===== src/hw/rtl/emf_pkg.sv =====
`default_nettype none

package emf_pkg;

  // window lengths and sample format
  localparam int unsigned OPEN_LEN  = 51;
  localparam int unsigned CLOSE_LEN = 77;
  localparam int unsigned SE_LEN    = 5;
  localparam int unsigned SAMPLE_W  = 16;
  localparam int unsigned NOISE_W   = 18;
  localparam int unsigned OUT_W     = 18;
  localparam int unsigned CFG_W     = 4;
  localparam int unsigned CFG_IDX_W = 2;

  // raw delay matches the summed center lags of the four baseline windows
  localparam int unsigned OPEN_LAG  = OPEN_LEN - 1 - (OPEN_LEN - 1) / 2;
  localparam int unsigned CLOSE_LAG = CLOSE_LEN - 1 - (CLOSE_LEN - 1) / 2;
  localparam int unsigned RAW_DEPTH = 2 * OPEN_LAG + 2 * CLOSE_LAG + 1;

  // sample counts at which each stage holds a full window
  localparam int unsigned FILL_OE  = OPEN_LEN;
  localparam int unsigned FILL_OD  = FILL_OE + OPEN_LEN - 1;
  localparam int unsigned FILL_CD  = FILL_OD + CLOSE_LEN - 1;
  localparam int unsigned FILL_CE  = FILL_CD + CLOSE_LEN - 1;
  localparam int unsigned FILL_SE  = FILL_CE + SE_LEN - 1;
  localparam int unsigned FILL_ALL = FILL_SE + SE_LEN - 1;
  localparam int unsigned FILL_W   = $clog2(FILL_ALL + 1);

  // shared window memory layout
  localparam int unsigned BASE_OE   = 0;
  localparam int unsigned BASE_OD   = BASE_OE + OPEN_LEN;
  localparam int unsigned BASE_CD   = BASE_OD + OPEN_LEN;
  localparam int unsigned BASE_CE   = BASE_CD + CLOSE_LEN;
  localparam int unsigned BASE_RAW  = BASE_CE + CLOSE_LEN;
  localparam int unsigned MEM_DEPTH = BASE_RAW + RAW_DEPTH;
  localparam int unsigned MEM_AW    = $clog2(MEM_DEPTH);
  localparam int unsigned MAX_LEN   = (OPEN_LEN > CLOSE_LEN) ? OPEN_LEN : CLOSE_LEN;
  localparam int unsigned LEN_W     = $clog2(MAX_LEN + 1);
  localparam int unsigned RAW_AW    = $clog2(RAW_DEPTH);

  // baseline stage index
  typedef logic [1:0] stage_t;
  localparam stage_t ST_OE = 2'd0;
  localparam stage_t ST_OD = 2'd1;
  localparam stage_t ST_CD = 2'd2;
  localparam stage_t ST_CE = 2'd3;

  // configuration register indexes
  localparam logic [CFG_IDX_W-1:0] CFG_SE_CENTER = 2'd0;
  localparam logic [CFG_IDX_W-1:0] CFG_SE_NEAR   = 2'd1;
  localparam logic [CFG_IDX_W-1:0] CFG_SE_FAR    = 2'd2;

  // controller to datapath commands
  typedef struct packed {
    logic   load;
    logic   raw_wr;
    logic   raw_rd;
    logic   raw_cap;
    logic   win_wr;
    logic   scan;
    stage_t stage;
    logic   noise_d;
    logic   noise_ab;
    logic   result;
  } cmd_t;

  // datapath to controller status
  typedef struct packed {
    logic stage_full;
    logic scan_last;
    logic full_se;
    logic full_all;
    logic out_free;
  } sts_t;

  function automatic logic [MEM_AW-1:0] win_base(stage_t st);
    logic [MEM_AW-1:0] b;
    unique case (st)
      ST_OE: b = MEM_AW'(BASE_OE);
      ST_OD: b = MEM_AW'(BASE_OD);
      ST_CD: b = MEM_AW'(BASE_CD);
      ST_CE: b = MEM_AW'(BASE_CE);
    endcase
    return b;
  endfunction

  function automatic logic [LEN_W-1:0] win_len(stage_t st);
    logic [LEN_W-1:0] l;
    unique case (st)
      ST_OE, ST_OD: l = LEN_W'(OPEN_LEN);
      ST_CD, ST_CE: l = LEN_W'(CLOSE_LEN);
    endcase
    return l;
  endfunction

  function automatic logic [FILL_W-1:0] win_fill(stage_t st);
    logic [FILL_W-1:0] f;
    unique case (st)
      ST_OE: f = FILL_W'(FILL_OE);
      ST_OD: f = FILL_W'(FILL_OD);
      ST_CD: f = FILL_W'(FILL_CD);
      ST_CE: f = FILL_W'(FILL_CE);
    endcase
    return f;
  endfunction

  // dilation stages take the maximum, erosion stages the minimum
  function automatic logic win_is_max(stage_t st);
    logic m;
    unique case (st)
      ST_OD, ST_CD: m = 1'b1;
      ST_OE, ST_CE: m = 1'b0;
    endcase
    return m;
  endfunction

endpackage

`default_nettype wire


===== src/hw/rtl/emf_ctrl.sv =====
`default_nettype none

module emf_ctrl
  import emf_pkg::*;
(
  input  wire logic clk_i,
  input  wire logic rst_ni,
  input  wire logic in_valid_i,
  output logic      in_stall_o,
  input  wire sts_t sts_i,
  output cmd_t      cmd_o
);

  typedef enum logic [9:0] {
    S_IDLE     = 10'b00_0000_0001,
    S_RAW_WR   = 10'b00_0000_0010,
    S_RAW_RD   = 10'b00_0000_0100,
    S_RAW_CAP  = 10'b00_0000_1000,
    S_WIN_WR   = 10'b00_0001_0000,
    S_SCAN     = 10'b00_0010_0000,
    S_NOISE_D  = 10'b00_0100_0000,
    S_NOISE_AB = 10'b00_1000_0000,
    S_RESULT   = 10'b01_0000_0000,
    S_SPARE    = 10'b10_0000_0000
  } state_e;

  state_e state_q, state_d;
  stage_t stage_q, stage_d;

  // sequencing of one sample through the stages
  always_comb begin
    state_d   = state_q;
    stage_d   = stage_q;
    cmd_o     = '0;
    cmd_o.stage = stage_q;
    unique case (state_q)
      S_IDLE: begin
        if (in_valid_i) begin
          cmd_o.load = 1'b1;
          state_d    = S_RAW_WR;
        end
      end
      S_RAW_WR: begin
        cmd_o.raw_wr = 1'b1;
        state_d      = S_RAW_RD;
      end
      S_RAW_RD: begin
        cmd_o.raw_rd = 1'b1;
        state_d      = S_RAW_CAP;
      end
      S_RAW_CAP: begin
        cmd_o.raw_cap = 1'b1;
        stage_d       = ST_OE;
        state_d       = S_WIN_WR;
      end
      S_WIN_WR: begin
        cmd_o.win_wr = 1'b1;
        state_d      = sts_i.stage_full ? S_SCAN : S_IDLE;
      end
      S_SCAN: begin
        cmd_o.scan = 1'b1;
        if (sts_i.scan_last) begin
          if (stage_q == ST_CE) begin
            state_d = S_NOISE_D;
          end else begin
            stage_d = stage_t'(stage_q + 2'd1);
            state_d = S_WIN_WR;
          end
        end
      end
      S_NOISE_D: begin
        cmd_o.noise_d = 1'b1;
        state_d       = sts_i.full_se ? S_NOISE_AB : S_IDLE;
      end
      S_NOISE_AB: begin
        cmd_o.noise_ab = 1'b1;
        state_d        = sts_i.full_all ? S_RESULT : S_IDLE;
      end
      S_RESULT: begin
        cmd_o.result = 1'b1;
        if (sts_i.out_free) begin
          state_d = S_IDLE;
        end
      end
      S_SPARE: begin
        state_d = S_IDLE;
      end
      default: begin
        state_d = S_IDLE;
      end
    endcase
  end

  assign in_stall_o = (state_q != S_IDLE);

  always_ff @(posedge clk_i or negedge rst_ni) begin
    if (!rst_ni) begin
      state_q <= S_IDLE;
      stage_q <= ST_OE;
    end else begin
      state_q <= state_d;
      stage_q <= stage_d;
    end
  end

endmodule

`default_nettype wire


===== config.mk =====
export PLATFORM = sky130hd
export DESIGN_NAME = emf_ctrl
export DESIGN_NICKNAME = d
export VERILOG_FILES = /design/src/hw/rtl/emf_pkg.sv /design/src/hw/rtl/emf_ctrl.sv
export SDC_FILE = /design/constraint.sdc
export NUM_CORES = 1
export LEC_CHECK = 0
export ABC_AREA = 1
export ABC_CLOCK_PERIOD_IN_PS = 1800
export BUFFER_PORTS_ARGS = -buffer_cell sky130_fd_sc_hd__buf_4
export CORE_UTILIZATION = 50
export DETAILED_ROUTE_END_ITERATION = 8
export GPL_TIMING_DRIVEN = 0
export HOLD_SLACK_MARGIN = 0.1
export PLACE_DENSITY = 0.87
export SYNTH_ARGS = -nofsm -noshare
export SYNTH_HDL_FRONTEND = slang
export SYNTH_SLANG_ARGS = --single-unit

===== constraint.sdc =====
create_clock -name clk_i -period 1.8 [get_ports clk_i]
set_clock_uncertainty 0.15 [all_clocks]
set_input_delay 0.18 -clock clk_i [delete_from_list [all_inputs] [get_ports clk_i]]
set_output_delay 0.18 -clock clk_i [all_outputs]
set_load 0.01 [all_outputs]

==> results of run 1 <==
## critical path, cell delays in order, from the launching register on
cell and delay (ns):
dfstp_2 0.56, nand2_2 0.07, nor3_4 0.21, nand2_2 0.10, nor2_2 0.12, buf_4 0.12
## metal layers
| metal | vias up | track usage [%] | share of wire, % |
|---|---|---|---|
| met5 | - | 0 | 0 |
| met4 | 0 | 12.5 | 1.7 |
| met3 | 5 | 6.52 | 3.9 |
| met2 | 20 | 40.1 | 53 |
| met1 | 349 | 25.2 | 41 |
| li1 | 380 | - | - |
## power by group through the flow
stage	registers (mW)	logic (mW)	clock network (mW)
detailed placement	0.334	0.421	0
CTS	0.328	0.458	0.174
floorplan	0.327	0.306	0
global route	0.330	0.614	0.186
finish	0.329	0.557	0.174
global placement	0.331	0.407	0
## through the flow
step	TNS [ns]	hold slack, ns
after global routing	-0.113	0.135
after CTS	0	0.123
after global placement	0	-0.128
final	0	0.116
after floorplan	0	-0.266
after detailed placement	0	-0.128
## sequential cells by signal (all words and copies together) (netlist names)
name     cells
state_q      9
stage_q      2
## area by class of cell
cell class / instances / share of cell area (%)
Sequential cell: 11 / 26.1
Tap cell: 15 / 1.77
Timing Repair Buffer: 29 / 22.1
Inverter: 18 / 6.62
Clock buffer: 4 / 2.48
Multi-Input combinational cell: 72 / 40.9
## worst min path at each step
stage	endpoint	slack, ns	depth (start not counted)
floorplan	stage_q[0]	-0.27	0
global placement	state_q[7]	-0.13	1
detailed placement	stage_q[0]	-0.13	1
CTS	stage_q[1]	0.12	2
global route	state_q[7]	0.13	2
finish	stage_q[0]	0.12	2
## repair_timing
action | CTS | global route
gates resized for setup | 0 | 9
setup endpoints to repair | 1 | 3
hold buffers | 5 | 0
buffers inserted | 1 | 4
hold endpoints to repair | 15 | 0
pin swaps | 1 | 10
## Yosys cell counts (all sizes together)
cell	number	area share, %
dfstp	1	3.5
a21oi	3	2.5
nor2	24	19
nand2	27	17
dfrtp	10	33
nor3	4	2.7
ha	1	1.7
inv	17	8.5
clkinv	1	0.67
o21ai	3	2.5
nand3	10	8.3
## cell families after synthesis
logic type | count (synthesis) | synth area share [%]
buf+inv | 18 | 9.18
fa+ha+maj | 1 | 1.67
simple gates | 65 | 47.2
compound gates | 6 | 5.01
flops | 11 | 36.9
==> results by group, run 1 <==
Critical path
  • FF-to-FF Start: state_q[0]
  • Critical Path Sink: cmd_o[10]
  • Crit path from: state_q[0]
  • Critical Path Sink Type: output port
  • Internal reg-to-reg setup slack: approximately 0.21 ns
  • Reg-to-reg endpoint: state_q[0]
  • Critical path class: reg2out
  • Req. time, crit path: 1.47 ns
  • Worst EP arrival: 1.45 ns
  • CP startpoint kind: flip-flop
  • Worst r2r path cells: 10
  • CP Max Fanout: 3

Timing
  • Final hold vios: 0
  • Fin worst setup slack: roughly 0.024 ns
  • Setup violators final: 0
  • Tcrit/Tclk final: roughly 99%
  • Max-slew violations: 0
  • Final Critical Period: about 1.8 ns
  • RSZ-0062 raised after global routing: yes
  • Max frequency: about 560 MHz
  • Worst-margin pin slew: 0.236 ns
  • Slew headroom: 84.2%

Die
  • Die Width: ~40 um
  • Core area: about 1400 um^2
  • Die area: 1660 um^2
  • Die Y: between 40 and 50 um
  • Initial Utilization: between 50% and 60%
  • Row Count: 13
  • I/O pin total: 20

Finish
  • Final Core Density: 78.4%
  • Area Growth Syn to Fin: 41.2%
  • Commonest non-fill, non-tap cell in the layout: buf_4
  • Fillcell total: approximately 110
  • Proportion of layout cells with a drive suffix above 1: between 40% and 50%
  • Post-route insts no fill: roughly 150
  • Seq. cell area: around 280 um^2
  • Nets: between 100 and 150
  • Commonest non-fill, non-tap cells in the layout: 23 x buf_4, 19 x nand2_1, 14 x inv_1
  • Final Cell Area: roughly 1100 um^2
  • Multi-input logic area: 433 um^2
  • N_diodes: 0

CTS
  • CTS tree: yes
  • Root buffer cell: clkbuf_4
  • Clock transition at the registers of the reported paths: 0.07 ns
  • H-tree Lvls: 1
  • Num CTS Buffers: 3
  • CTS max path bufs: 2
  • Clk_lat worst skew: between 0.2 and 0.3 ns
  • Sink Count: 11

Pwr
  • IR Drop Worst-Case VDD: 0.585 mV
  • Internal power: 628 uW
  • Register share of total power: 31.0%
  • Power density over the cells: around 1000 nW/um^2
  • Total power: approximately 1.1 mW
  • Leakage power: around 0.55 nW
  • Combinational Power Share: between 50% and 60%
  • Sw frac: about 40%
  • Clock power frac: between 10% and 20%
  • Net Switching: approximately 430 uW

Route
  • Vias per cell: 5.06
  • WL final: roughly 1.8 mm
  • Routed Antenna Nets: 0
  • Routed len/inst: 12.0 um
  • Via count: approximately 750
  • Detailed Route Iter0 Violations: 11
  • DR pass1 iterations: 4
  • DRC viols: 0

Min path
  • Worst hold path class: in2async

Logic synthesis
  • Post-Syn Instances: approximately 100
  • Seq cells post-synth: 11
  • Yosys warns: 0
  • Synth unique cells: 20
  • Mapped Nets: 110
  • Seq/Total Area, Yosys: a little under two fifths
  • Netlist Area Pre-Place: around 750 um^2
  • Syn_area_per_cell: 7.42 um^2

Global routing
  • Initial antenna violation count: 0
  • Grt total ovfl: 0
  • GRT Resource Usage Total: between 20% and 30%
  • Vias in the first global route: 624
  • Largest net degree at the start of global routing: 12
  • First-pass GRT wire length: roughly 2.4 mm

Place
  • Placed cells: 135
  • DP Area: 911 um^2
  • Number of port buffers: 19
  • Routability Congestion: 0.836
  • Hpwl dp: 1.28 mm
  • Setup WS pre-CTS: ~0.29 ns

Job
  • Max cap viols: 0

Run status
  • Status: complete, no violations
Note: power is estimated with default switching activity, not from simulation.
==> inputs of run 2 (changes only) <==
--- a/config.mk
+++ b/config.mk
@@ -5,7 +5,6 @@
 export SDC_FILE = /design/constraint.sdc
 export NUM_CORES = 1
 export LEC_CHECK = 0
-export ABC_AREA = 1
 export ABC_CLOCK_PERIOD_IN_PS = 1800
 export BUFFER_PORTS_ARGS = -buffer_cell sky130_fd_sc_hd__buf_4
 export CORE_UTILIZATION = 50
==> run 2 against run 1 <==
The flow now finishes with violations (setup timing). Clock-buffer cell count unchanged. Combinational power up 43%. Setup slack worse by 0.22 ns. Non-clock buffer count up 18. Critical endpoint is now state_q[0].
==> results by group, run 2 <==
Timing
  • TNS Setup: -2.01 ns
  • Fin worst setup slack: -0.196 ns
  • Final Critical Period: around 2 ns
  • Final hold vios: 0
  • Max frequency: approximately 500 MHz
  • Worst-margin pin slew: roughly 0.45 ns
  • RSZ-0062 raised after global routing: yes
  • Max-slew violations: 0
  • Setup violators final: 15
  • Tcrit/Tclk final: 111%
  • Min Hold Slack: ~0.12 ns
  • Slew headroom: 69.6%

Critical path
  • Worst Path Buf+Inv: 2
  • Worst path cell trace: buf_4, buf_4, nor4b_1, nor3_1, o32a_1, a21oi_2
  • Req. time, crit path: between 1.5 and 2 ns
  • CP startpoint kind: flip-flop
  • CP max-delay cell: dfrtp_1
  • Crit path from: state_q[7]
  • Cell family with most CP delay: compound AO/OA/AOI/OAI gates
  • Internal reg-to-reg setup slack: -0.20 ns
  • Reg-to-reg endpoint: state_q[0]
  • Worst r2r path cells: 6
  • Critical Path Sink: state_q[0]
  • Max stage delay on crit path: around 0.47 ns
  • WP depth: 6
  • Worst EP arrival: 2.08 ns
  • CP most frequent cell: buf_4
  • Critical Path Sink Type: flip-flop
  • CP Max Fanout: 4
  • FF-to-FF Start: state_q[7]
  • Critical path class: reg2reg

Finish
  • Commonest non-fill, non-tap cells in the layout: 36 x buf_4, 6 x nor2_1, 6 x buf_6, 6 x dfrtp_2
  • Final Core Density: a little over nine tenths
  • Area Growth Syn to Fin: 69.6%
  • Most flops, register: state_q
  • Largest register FFs: 9
  • Proportion of layout cells with a drive suffix above 1: 61.3%
  • Commonest non-fill, non-tap cell in the layout: buf_4
  • N_diodes: 0
  • Largest regs: state_q (9), stage_q (2)
  • Fillcell total: 39
  • Nets: 134
  • Post-route insts no fill: roughly 140
  • Final Cell Area: 1280 um^2

Pwr
  • IR Drop Worst-Case VDD: between 0.6 and 0.7 mV
  • Net Switching: roughly 630 uW
  • Power density over the cells: around 1100 nW/um^2
  • Leakage power: 0.579 nW
  • Sw frac: ~45%
  • Internal power: around 790 uW
  • Combinational Power Share: between 50% and 60%
  • Clock power frac: between 10% and 20%
  • Register share of total power: about 29%

CTS
  • Root buffer cell: clkbuf_4
  • Sink Count: 11
  • Clk_lat worst skew: 0.30 ns
  • Num CTS Buffers: 3
  • H-tree Lvls: 1
  • Clock transition at the registers of the reported paths: approximately 0.10 ns
  • CTS tree: yes
  • CTS max path bufs: 2

Global routing
  • Largest net degree at the start of global routing: 12
  • First-pass GRT wire length: between 4 and 5 mm
  • Vias in the first global route: about 900
  • Grt total ovfl: 0
  • Initial antenna violation count: 0
  • GRT Resource Usage Total: ~44%

Place
  • Routability Congestion: approximately 0.79
  • Hpwl dp: 1.26 mm
  • DP Area: just over 900 um^2
  • Placed cells: 110
  • Number of port buffers: 19

Logic synthesis
  • Synth unique cells: 37
  • Top post-synthesis cells by count: 10 x dfrtp_1, 8 x nor2_1, 5 x inv_1, 5 x nor4b_1, 4 x nand2b_1
  • Seq cells post-synth: 11
  • Syn_area_per_cell: 9.91 um^2
  • Mapped Nets: 85
  • Post-Syn Instances: 76
  • Synth async-reset ratio: 100%
  • EDFF count, synth: 0
  • Seq/Total Area, Yosys: 36.7%
  • Main synth FF type: dfrtp_1
  • Count leader, synth: dfrtp_1
  • Top cells by area, synth: dfrtp_1 33%, nor4b_1 5.8%, nor2_1 4.0%, dfstp_2 3.5%, nand2b_1 3.3%
  • Yosys warns: 0
  • Synth area leader: dfrtp_1
  • Netlist Area Pre-Place: ~750 um^2
  • Top cell type's share of synthesized area: about 33%

Die
  • Row Count: 13
  • Die Width: 40.8 um
  • Die area: roughly 1700 um^2
  • Core area: about 1400 um^2
  • Initial Utilization: 55.8%
  • Die Y: between 40 and 50 um
  • I/O pin total: 20

Route
  • Via count: 954
  • WL final: 3.50 mm
  • Vias per cell: a little under 7
  • Detailed Route Iter0 Violations: 59
  • DRC viols: 0
  • DR pass1 iterations: 5
  • Routed Antenna Nets: 0
  • Routed len/inst: between 20 and 30 um

Run status
  • Failing checks: setup timing
  • Status: finished with violations

Min path
  • Worst hold path class: in2async

Job
  • Max cap viols: 0
-- run 2: cells by family after synthesis --
| kind of cell | after synthesis | share of synthesized area (%) |
|---|---|---|
| DFF | 11 | 36.7 |
| and+or+nand+nor | 44 | 43.0 |
| xor gates and xnor gates | 2 | 2.33 |
| buffers and inverters | 8 | 6.15 |
| AOI/OAI and AO/OA | 10 | 10.1 |
| adders and majority gates | 1 | 1.66 |
-- run 2: cell type report --
type,instances,area (um^2),share of cell area [%]
tap,15,18.8,1.47
inverter,5,18.8,1.47
clock buffer,4,26.3,2.06
sequential,11,284,22.2
multi-input combinational,57,542,42.4
timing repair buffer,47,388,30.4
-- run 2: per-layer routing --
metal / vias to the layer above / routed length [um] / share of wire, % / global-route usage (%)
li1: 378 / - / - / -
met4: 0 / 190 / 5.4 / 29.2
met2: 94 / 1660 / 47 / 73.8
met1: 461 / 1230 / 35 / 43.9
met5: - / 0 / 0 / 0
met3: 21 / 420 / 12 / 17.4
-- run 2: metrics by stage --
step                power (mW)  setup WS (ns)
floorplan                0.701         0.0509
global placement         0.856        -0.0484
detailed placement       0.879        -0.0917
CTS                       1.27         -0.117
global route              1.47         -0.237
finish                    1.42         -0.196
-- run 2: worst min-delay path by stage --
stage                         from  depth (start not counted)  slack [ns]          to
after global routing      sts_i[3]                          4        0.15  state_q[5]
after detailed placement    rst_ni                          1       -0.13  state_q[7]
final                       rst_ni                          2        0.12  state_q[2]
after global placement      rst_ni                          1       -0.13  state_q[7]
after floorplan             rst_ni                          0       -0.27  stage_q[0]
after CTS                   rst_ni                          2        0.11  state_q[7]
-- run 2: worst register-to-register path, delay by kind of cell (launching register included) --
kind | cells | cell delay [ns]
and+or+nand+nor | 2 | 0.48
buffers and inverters | 2 | 0.33
AOI/OAI and AO/OA | 2 | 0.49
DFF | 1 | 0.47
-- run 2: timing repair --
action / in CTS / in global routing
endpoints found under the setup margin: 13 / 15
endpoints found under the hold margin: 15 / 0
resized for setup: 27 / 8
hold buffers: 5 / 0
setup buffers: 16 / 7
pin swaps: 10 / 8
-- run 2: power groups by stage --
| stage | Clock [mW] | Combinational (mW) | Sequential (mW) |
|---|---|---|---|
| after detailed placement | 0 | 0.504 | 0.375 |
| after CTS | 0.181 | 0.708 | 0.376 |
| after global routing | 0.212 | 0.833 | 0.423 |
| after global placement | 0 | 0.485 | 0.371 |
| final | 0.210 | 0.796 | 0.414 |
| after floorplan | 0 | 0.329 | 0.372 |
==> inputs of run 3 (changes only) <==
--- a/config.mk
+++ b/config.mk
@@ -7,11 +7,12 @@
 export LEC_CHECK = 0
 export ABC_CLOCK_PERIOD_IN_PS = 1800
 export BUFFER_PORTS_ARGS = -buffer_cell sky130_fd_sc_hd__buf_4
-export CORE_UTILIZATION = 50
+export CORE_UTILIZATION = 53
+export CTS_BUF_LIST = sky130_fd_sc_hd__clkbuf_4 sky130_fd_sc_hd__clkbuf_8
 export DETAILED_ROUTE_END_ITERATION = 8
 export GPL_TIMING_DRIVEN = 0
 export HOLD_SLACK_MARGIN = 0.1
-export PLACE_DENSITY = 0.87
+export PLACE_DENSITY = 0.91
 export SYNTH_ARGS = -nofsm -noshare
 export SYNTH_HDL_FRONTEND = slang
 export SYNTH_SLANG_ARGS = --single-unit
==> run 3 against run 2 <==
Worst hold slack got worse by 0.0085 ns. Critical path depth fell by 3. Cell area fell by 6.4%. Fmax rose by 1.9%. Combinational power fell by 18%. Cell count fell by 7.2%. The flow still finishes with violations (setup timing). Routed wire length fell by 25%. Largest power group unchanged. Sequential cell count did not move.
==> results by group, run 3 (synthesized netlist as in run 2, its figures left out) <==
Critical path
  • CP startpoint kind: flip-flop
  • Worst r2r path cells: 4
  • Worst EP arrival: between 1.5 and 2 ns
  • Critical Path Sink Type: output port
  • Reg-to-reg endpoint: stage_q[0]
  • Internal reg-to-reg setup slack: -0.07 ns
  • Crit path from: state_q[5]
  • Req. time, crit path: 1.47 ns
  • Critical Path Sink: cmd_o[1]
  • Critical path class: reg2out
  • CP Max Fanout: 6
  • FF-to-FF Start: state_q[3]

Die
  • Initial Utilization: a little under three fifths
  • Die area: between 1500 and 2000 um^2
  • Die Y: 39.7 um
  • Row Count: 13
  • Die Width: between 30 and 40 um
  • Core area: 1320 um^2
  • I/O pin total: 20

Finish
  • Largest register FFs: 9
  • Largest regs: state_q (9), stage_q (2)
  • Commonest non-fill, non-tap cells in the layout: 26 x buf_4, 6 x buf_6, 6 x nor2_1, 6 x dfrtp_2
  • Commonest non-fill, non-tap cell in the layout: buf_4
  • Post-route insts no fill: approximately 130
  • Fillcell total: 59
  • Most flops, register: state_q
  • Multi-input logic area: approximately 530 um^2
  • Proportion of layout cells with a drive suffix above 1: 57.9%
  • Final Core Density: between 90% and 100%
  • N_diodes: 0
  • Nets: around 120
  • Seq. cell area: around 280 um^2
  • Area Growth Syn to Fin: 58.8%

Pwr
  • IR Drop Worst-Case VDD: 1.08 mV
  • Leakage power: about 0.53 nW
  • Power density over the cells: roughly 1100 nW/um^2

Route
  • WL final: approximately 2.6 mm
  • Vias per cell: around 6.5
  • DR pass1 iterations: 4
  • Via count: around 840
  • Routed Antenna Nets: 0
  • Routed len/inst: about 20 um
  • DRC viols: 0
  • Detailed Route Iter0 Violations: 23

Timing
  • Worst-margin pin slew: 0.400 ns
  • Max-slew violations: 0
  • RSZ-0062 raised after global routing: yes
  • Setup violators final: 11
  • Final Critical Period: about 2.0 ns
  • Final hold vios: 0
  • Tcrit/Tclk final: 109%
  • Max frequency: roughly 500 MHz
  • Fin worst setup slack: -0.159 ns
  • Slew headroom: between 70 and 80%

Global routing
  • Vias in the first global route: approximately 780
  • First-pass GRT wire length: 3.75 mm
  • Largest net degree at the start of global routing: 12
  • Initial antenna violation count: 0
  • Grt total ovfl: 0
  • GRT Resource Usage Total: roughly 37%

CTS
  • CTS tree: yes
  • CTS max path bufs: 2
  • Clk_lat worst skew: between 0.2 and 0.3 ns
  • Num CTS Buffers: 3
  • Root buffer cell: clkbuf_4
  • Sink Count: 11
  • H-tree Lvls: 1
  • Clock transition at the registers of the reported paths: roughly 0.08 ns

Run status
  • Failing checks: setup timing
  • Status: finished with violations

Place
  • Hpwl dp: ~1.2 mm
  • Number of port buffers: 19
  • Routability Congestion: roughly 0.86
  • Placed cells: 110

Min path
  • Hold depth: 4
  • Worst hold path class: in2reg

Job
  • Max cap viols: 0
## run 3: what timing repair did
| item | 4_1_cts | 5_1_grt |
|---|---|---|
| setup endpoints to repair | 13 | 15 |
| resized for setup | 24 | 6 |
| hold buffers | 5 | 0 |
| pin swaps | 9 | 5 |
| buffers inserted | 10 | 2 |
| gates cloned | 0 | 0 |
| endpoints found under the hold margin | 15 | 0 |
## run 3: worst max-delay path, cell delays in order (launching register included)
cell	delay, ns
dfrtp_2	0.47
or2_2	0.38
nor4b_4	0.32
buf_4	0.19
## run 3: routing by layer
layer	wire length [um]	vias up	part of all wire, %	GRT usage (%)
met2	1280	40	49	61.9
met5	0	-	0	0
li1	-	359	-	-
met4	102	0	3.9	21.6
met3	125	14	4.8	6.25
met1	1100	423	42	43.8
## run 3: metrics by stage
step | power [mW] | TNS [ns] | setup WS, ns | area [um^2] | hold WS (ns)
after floorplan | 0.701 | 0 | 0.0509 | 753 | -0.266
after global placement | 0.856 | -0.0979 | -0.0505 | 915 | -0.131
after detailed placement | 0.868 | -0.232 | -0.0830 | 915 | -0.128
after CTS | 1.18 | -0.703 | -0.110 | 1160 | 0.112
after global routing | 1.32 | -1.49 | -0.166 | 1200 | 0.124
final | 1.26 | -0.801 | -0.159 | 1200 | 0.111
## run 3: worst min path at each step
| stage | startpoint | endpoint | slack [ns] |
|---|---|---|---|
| after detailed placement | rst_ni | state_q[7] | -0.13 |
| after global routing | sts_i[3] | state_q[5] | 0.12 |
| after global placement | rst_ni | state_q[7] | -0.13 |
| after CTS | sts_i[3] | state_q[5] | 0.11 |
| final | sts_i[3] | state_q[5] | 0.11 |
| after floorplan | rst_ni | stage_q[0] | -0.27 |
## run 3: cell type report
type	instances	share of cell area [%]
inverters	5	1.57
plain buffers	1	0.941
well taps	15	1.57
repair buffers	36	25.2
flip-flops and latches	11	23.7
clock buffers	4	2.51
multi-input cells	57	44.5
## run 3: report_power, final
part	internal [mW]	leakage (nW)	switching, mW
clock network	0.101	0.0184	0.0887
registers	0.314	0.135	0.105
logic	0.324	0.377	0.332
